File: config.mk
export PLATFORM = sky130hd
export DESIGN_NAME = cbez_ctrl
export DESIGN_NICKNAME = d
export VERILOG_FILES = /design/src/sv/cbez_pkg.sv /design/src/sv/cbez_ctrl.sv
export SDC_FILE = /design/constraint.sdc
export NUM_CORES = 1
export LEC_CHECK = 0
export ABC_AREA = 1
export ABC_CLOCK_PERIOD_IN_PS = 2600
export BUFFER_PORTS_ARGS = -buffer_cell sky130_fd_sc_hd__buf_4
export CAP_MARGIN = 30
export CORE_AREA = 8 8 66 68
export DETAILED_ROUTE_END_ITERATION = 10
export DIE_AREA = 0 0 74 76
export PLACE_DENSITY = 0.63
export SYNTH_ARGS = -nofsm -noshare
export SYNTH_HDL_FRONTEND = slang
export SYNTH_SLANG_ARGS = --single-unit
File: constraint.sdc
create_clock -name clk -period 2.6 [get_ports clk]
set_input_delay 0.52 -clock clk [delete_from_list [all_inputs] [get_ports clk]]
set_output_delay 0.52 -clock clk [all_outputs]
set_load 0.1 [all_outputs]
File: src/sv/cbez_pkg.sv
// shared types, op codes and constants for the cubic bezier evaluator
// no dependencies; imported by every module of the block

package cbez_pkg;

    localparam int SAMPLES_DEF = 128;
    localparam int COORD_W     = 24;
    localparam int T_W         = 17;
    localparam int LEN_W       = 32;
    localparam int SQ_W        = 50;
    localparam int ROOT_W      = 26;
    localparam int EVAL_STEPS  = 15;
    localparam logic [T_W-1:0] T_ONE = 17'h10000;

    // datapath operations, issued one per cycle by the controller, OP_NOP while it waits
    localparam logic [4:0] OP_NOP        = 5'd0;
    localparam logic [4:0] OP_LOAD_T     = 5'd1;
    localparam logic [4:0] OP_MEAS_INIT  = 5'd2;
    localparam logic [4:0] OP_MUL_UU     = 5'd3;
    localparam logic [4:0] OP_MUL_TT     = 5'd4;
    localparam logic [4:0] OP_MUL_W0     = 5'd5;
    localparam logic [4:0] OP_MUL_W1     = 5'd6;
    localparam logic [4:0] OP_MUL_W2     = 5'd7;
    localparam logic [4:0] OP_MUL_W3     = 5'd8;
    localparam logic [4:0] OP_MUL_X0     = 5'd9;
    localparam logic [4:0] OP_MUL_X1     = 5'd10;
    localparam logic [4:0] OP_MUL_X2     = 5'd11;
    localparam logic [4:0] OP_MUL_X3     = 5'd12;
    localparam logic [4:0] OP_MUL_Y0     = 5'd13;
    localparam logic [4:0] OP_MUL_Y1     = 5'd14;
    localparam logic [4:0] OP_MUL_Y2     = 5'd15;
    localparam logic [4:0] OP_MUL_Y3     = 5'd16;
    localparam logic [4:0] OP_ROUND      = 5'd17;
    localparam logic [4:0] OP_SEG_DIFF   = 5'd18;
    localparam logic [4:0] OP_MUL_DX     = 5'd19;
    localparam logic [4:0] OP_MUL_DY     = 5'd20;
    localparam logic [4:0] OP_SQRT_START = 5'd21;
    localparam logic [4:0] OP_SUM        = 5'd22;
    localparam logic [4:0] OP_NEXT_T     = 5'd23;
    localparam logic [4:0] OP_STORE      = 5'd24;
    localparam logic [4:0] OP_OUT_EVAL   = 5'd25;
    localparam logic [4:0] OP_OUT_MEAS   = 5'd26;
    localparam logic [4:0] OP_SAVE_P     = 5'd27;

    localparam logic [2:0] REG_START_X = 3'd0;
    localparam logic [2:0] REG_START_Y = 3'd1;
    localparam logic [2:0] REG_CTRL1_X = 3'd2;
    localparam logic [2:0] REG_CTRL1_Y = 3'd3;
    localparam logic [2:0] REG_CTRL2_X = 3'd4;
    localparam logic [2:0] REG_CTRL2_Y = 3'd5;
    localparam logic [2:0] REG_END_X   = 3'd6;
    localparam logic [2:0] REG_END_Y   = 3'd7;

    typedef struct packed {
        logic signed [COORD_W-1:0] start_x;
        logic signed [COORD_W-1:0] start_y;
        logic signed [COORD_W-1:0] ctrl1_x;
        logic signed [COORD_W-1:0] ctrl1_y;
        logic signed [COORD_W-1:0] ctrl2_x;
        logic signed [COORD_W-1:0] ctrl2_y;
        logic signed [COORD_W-1:0] end_x;
        logic signed [COORD_W-1:0] end_y;
    } bez_pts_t;

    typedef struct packed {
        logic [4:0] op;
    } dp_cmd_t;

    typedef struct packed {
        logic sqrt_done;
    } dp_status_t;

endpackage

File: src/sv/cbez_ctrl.sv
// controller state machine: sequences datapath ops and runs both handshakes
// depends on cbez_pkg

module cbez_ctrl #(
    parameter int SAMPLES = cbez_pkg::SAMPLES_DEF
) (
    input  logic                  clk,
    input  logic                  rst_n,
    input  logic                  in_valid,
    output logic                  in_ready,
    input  logic                  command,
    output logic                  out_valid,
    input  logic                  out_ready,
    output cbez_pkg::dp_cmd_t     cmd,
    input  cbez_pkg::dp_status_t  status
);
    import cbez_pkg::*;

    localparam int CNT_W = $clog2(SAMPLES + 1);

    localparam logic [3:0] S_IDLE = 4'd0;
    localparam logic [3:0] S_EVAL = 4'd1;
    localparam logic [3:0] S_SAVE = 4'd2;
    localparam logic [3:0] S_SEG  = 4'd3;
    localparam logic [3:0] S_SQX  = 4'd4;
    localparam logic [3:0] S_SQY  = 4'd5;
    localparam logic [3:0] S_SQST = 4'd6;
    localparam logic [3:0] S_SQW  = 4'd7;
    localparam logic [3:0] S_ADV  = 4'd8;
    localparam logic [3:0] S_OUT  = 4'd9;

    logic [3:0]       state_reg, state_next;
    logic [3:0]       step_reg, step_next;
    logic [CNT_W-1:0] idx_reg, idx_next;
    logic             meas_reg, meas_next;
    logic             ov_reg, ov_next;

    always_comb
    begin
        state_next = state_reg;
        step_next  = step_reg;
        idx_next   = idx_reg;
        meas_next  = meas_reg;
        ov_next    = ov_reg;
        cmd.op     = OP_NOP;
        in_ready   = 1'b0;
        if (ov_reg && out_ready)
            ov_next = 1'b0;
        case (state_reg)
            S_IDLE:
            begin
                in_ready = 1'b1;
                if (in_valid)
                begin
                    cmd.op     = command ? OP_MEAS_INIT : OP_LOAD_T;
                    meas_next  = command;
                    idx_next   = '0;
                    step_next  = '0;
                    state_next = S_EVAL;
                end
            end
            S_EVAL:
            begin
                cmd.op    = OP_MUL_UU + {1'b0, step_reg};
                step_next = step_reg + 1'b1;
                if (step_reg == 4'(EVAL_STEPS - 1))
                begin
                    if (!meas_reg)
                        state_next = S_OUT;
                    else if (idx_reg == '0)
                        state_next = S_SAVE;
                    else
                        state_next = S_SEG;
                end
            end
            S_SAVE:
            begin
                cmd.op     = OP_SAVE_P;
                state_next = S_ADV;
            end
            S_SEG:
            begin
                cmd.op     = OP_SEG_DIFF;
                state_next = S_SQX;
            end
            S_SQX:
            begin
                cmd.op     = OP_MUL_DX;
                state_next = S_SQY;
            end
            S_SQY:
            begin
                cmd.op     = OP_MUL_DY;
                state_next = S_SQST;
            end
            S_SQST:
            begin
                cmd.op     = OP_SQRT_START;
                state_next = S_SQW;
            end
            S_SQW:
            begin
                if (status.sqrt_done)
                begin
                    cmd.op     = OP_SUM;
                    state_next = S_ADV;
                end
            end
            S_ADV:
            begin
                if (idx_reg == CNT_W'(SAMPLES))
                begin
                    cmd.op     = OP_STORE;
                    state_next = S_OUT;
                end
                else
                begin
                    cmd.op     = OP_NEXT_T;
                    idx_next   = idx_reg + 1'b1;
                    step_next  = '0;
                    state_next = S_EVAL;
                end
            end
            S_OUT:
            begin
                // load the output register once it is free or being emptied
                if (!ov_reg || out_ready)
                begin
                    cmd.op     = meas_reg ? OP_OUT_MEAS : OP_OUT_EVAL;
                    ov_next    = 1'b1;
                    state_next = S_IDLE;
                end
            end
            default:
            begin
                state_next = S_IDLE;
            end
        endcase
    end

    always_ff @(posedge clk or negedge rst_n)
    begin
        if (!rst_n)
        begin
            state_reg <= S_IDLE;
            step_reg  <= '0;
            idx_reg   <= '0;
            meas_reg  <= 1'b0;
            ov_reg    <= 1'b0;
        end
        else
        begin
            state_reg <= state_next;
            step_reg  <= step_next;
            idx_reg   <= idx_next;
            meas_reg  <= meas_next;
            ov_reg    <= ov_next;
        end
    end

    assign out_valid = ov_reg;

endmodule

* After elaboration in Yosys (flattened, before gate mapping)
Cells that the tools add are included. W data, S select, Z words.
Cells by class: add/sub/neg operators 3, eq/ne operators 16, muxes and demuxes 25, reductions and logical operators 11
Operator list (number):
- $pmux W5 S10 | 1
- $pmux W4 S10 | 1
- $mux W4 | 9
- $eq A4 B3 Y1 const B | 4
- $mux W8 | 2
- $pmux W8 S2 | 1
- $eq A4 B4 Y1 const B | 3
- $pmux W4 S3 | 1
- $mux W5 | 2
- $ne A2 B2 Y1 const B | 5
- $add A8 B1 Y8 const B | 1
- $eq A4 B2 Y1 const B | 2
- $eq A8 B8 Y1 const B | 1
- $logic_not A8 Y1 | 1
- $mux W2 | 3
- $reduce_and A3 Y1 | 2
- $add A2 B4 Y5 const A | 1
- $mux W1 | 5
- $add A4 B1 Y4 const B | 1
- $eq A4 B1 Y1 const B | 1
- $logic_not A4 Y1 | 1
- $reduce_and A4 Y1 | 1
- $reduce_bool A3 Y1 | 1
- $reduce_and A2 Y1 | 1
- 4 further kinds | 4
Storage, ports and cells: register bits after elaboration 18, output and inout bits 7, word-level logic and storage cells 60

* Logic depth before layout (Yosys ltp)
word-level depth 5, depth in mapped cells 9

* Worst setup path before layout
OpenSTA, ideal clock, no wires.
kind register to output, start reg state_reg[3], end out cmd[2] in the netlist's numbering, arrival time 2293 ps, data required time 2080 ps, setup slack -213 ps, cell stages (with the launch flop) 4, path buffers 0, path through dfrtp_1 nor2_1 nand2_1 o2111ai_1
RTL lines:
- start, declared | line cbez_ctrl.sv:32 | logic [3:0] state_reg, state_next;
- start signal, assigned | line cbez_ctrl.sv:153 | state_reg <= state_next;
- end, declared | line cbez_ctrl.sv:14 | output cbez_pkg::dp_cmd_t cmd,

==> run metrics <==
r2r setup slk=1.11 ns; IO Port Bufs=12; Cell Pwr Density=1290 mW/mm^2; top-area cell type share of the netlist area=33.9%; Synth async-reset ratio=100%; Least-Margin Pin Slew=0.362 ns; worst r2r path cells=7; Syn Inst Count=207; post-DP HPWL=2290 um; Die ar.=0.00562 sq mm; CP Launch Point=state_reg[1]; pin count of the biggest net entering global routing=19; total placed cells including tap cells=266; WL final=3020 um; top-count cell post-synth=nand2_1; proportion of synthesized chip area in sequential cells=33.9%; Post-CTS Hold Buffers=0; H-Tree Depth=1; global-route wire length before repair=5050 um; initial antenna violation count=0; Routed Antenna Nets=0; final hold violation count=0; Initial DRC Count=64; vias per cell=4.68; Worst Clk Skew=0.00942 ns; Worst-path clk slew=0.12 ns; area of the multi-input gates=768 sq um; syn nets=218; Tcrit/Tclk final=92.5%; IO Pins=13; Rel. slew slack=75.8%; Crit Path Category=reg -> out; RSZ-0062 raised after global routing=no; crit-path max FO=8; post-synthesis cell area=0.00133 sq mm; post-synth cell types=23; crit end category=output port; RR Startpoint=state_reg[0]; startpoint class of the critical path=flop; WL/cell=11.2 um; synth cell count leaders=70 x nand2_1, 28 x inv_1, 24 x nand3_1, 24 x nor2_1, 18 x dfrtp_1; design area=0.00151 sq mm; number of max-cap violations=0; Fillers=386; placed inst area=0.00149 sq mm; Ys Warns=0; CTS sink count=18; post-CTS setup buffer count=0; DIE HEIGHT=76 um; Setup TNS Final=0 ns; Max clock buf depth=2; pre-CTS setup slack=0.557 ns; share of layout cells above drive strength 1=13.5%; DR DRC count=0; total power draw=1.95 mW; CP Capture Point=cmd[0]; total global routing overflow=0; vias=1264; Synth-to-Final Area Change=13.8%; worst min path class=in -> async; #FFs+latches synth=18; slack of the critical path=0.195 ns; storage element area=452 sq um; First-pass DRT Iterations=4; GRT Total Usage=11.1%; peak supply drop=0.904 mV; minimum clock period=2.40 ns; CORE AREA=0.00344 sq mm; number of flops mapped to enable cells by yosys=0; Initial Utilization=38.6%; # setup viols final=0; total CTS buffers=3; top area cells in the synthesized netlist=dfrtp_1 34%, nand2_1 20%, nand3_1 9.0%; Final Max Tran Viols=0; Root Buffer=clkbuf_4; Ant. Diodes=0; cell taking the most area after synthesis=dfrtp_1; Layout Nets=234; Cell Count, Final, Fillers Out=270; Worst EP arrival=1.88 ns; vias in the first global route=1155; Die W=74 um; GP Congestion=0.820; # rows=22; max FFs per register=8; Resized Gates After CTS=0; reg-to-reg endpoint=idx_reg[2]; Worst-Skew Late Latency=0.30 ns; worst endpoint required time=2.08 ns; Max Clk Rate=0.416 GHz; status=finished, final reports clean; TritonCTS clock tree=built; LEAKAGE=0.847 nW; syn avg cell area=6.42 sq um; prevailing post-synth register cell=dfrtp_1
area by class of cell:
| type | instances | share of cell area [%] |
|---|---|---|
| clock buffer | 4 | 1.74 |
| timing repair buffer | 12 | 5.96 |
| tap | 48 | 3.97 |
| inverter | 31 | 7.69 |
| sequential | 18 | 29.9 |
| multi-input combinational | 157 | 50.8 |
cells in the final DEF (no fill, tap or decap):
master	n
nor3_1	2
o21ai_1	5
nand3b_1	1
dfrtp_1	17
o21ai_0	7
nand4_1	4
dfrtp_2	1
inv_2	3
o2111ai_2	1
clkbuf_1	1
nand2_2	3
inv_1	28
clkbuf_4	3
nor2_1	24
nand2_1	70
or2_2	2
buf_4	12
a31oi_1	1
xor2_1	2
o21a_1	1
nand3_1	23
ha_1	5
nand3_2	2
a21oi_1	1
nor2_2	2
nor2_8	1
worst max-delay path, cell delays in order (launching register included):
cell and delay [ns]:
dfrtp_1 0.47, inv_2 0.09, nand2_1 0.10, nor2_2 0.32, nand2_1 0.13, nand3_1 0.09, nor2_1 0.05, nand3_2 0.05
buf_4 0.28
cell families (layout without fill, tap and decap cells):
group           after synthesis  after routing  share of synthesized area, %
simple gates                134            134                          44.4
buf+inv                      32             47                          9.13
xor+xnor                      2              2                          1.32
compound gates               16             16                          6.59
fa+ha+maj                     5              5                          4.71
flops                        18             18                          33.9
stage by stage:
step	util, %	hold WS (ns)
final	44.0	0.0766
after global routing	44.0	0.0636
after CTS	44.0	0.0644
after detailed placement	43.2	0.410
after global placement	43.2	0.411
after floorplan	-	0.224
metal layers:
metal | share of wire, % | global-route usage, %
met1 | 51 | 15.4
met2 | 45 | 16.2
met3 | 2.2 | 1.32
met4 | 1.2 | 5.40
met5 | 0 | 0
power breakdown:
part / switching [mW] / internal, mW
combinational: 1.04 / 0.321
sequential: 0.0952 / 0.346
clock: 0.0923 / 0.0596
total: 1.22 / 0.727
worst min path at each step:
stage	startpoint	endpoint	slack (ns)
after global routing	rst_n	step_reg[3]	0.06
after detailed placement	rst_n	idx_reg[6]	0.41
after global placement	rst_n	idx_reg[6]	0.41
after CTS	rst_n	step_reg[3]	0.06
after floorplan	rst_n	idx_reg[0]	0.22
final	rst_n	state_reg[0]	0.08
No activity file was read; power rests on OpenSTA's default activity.
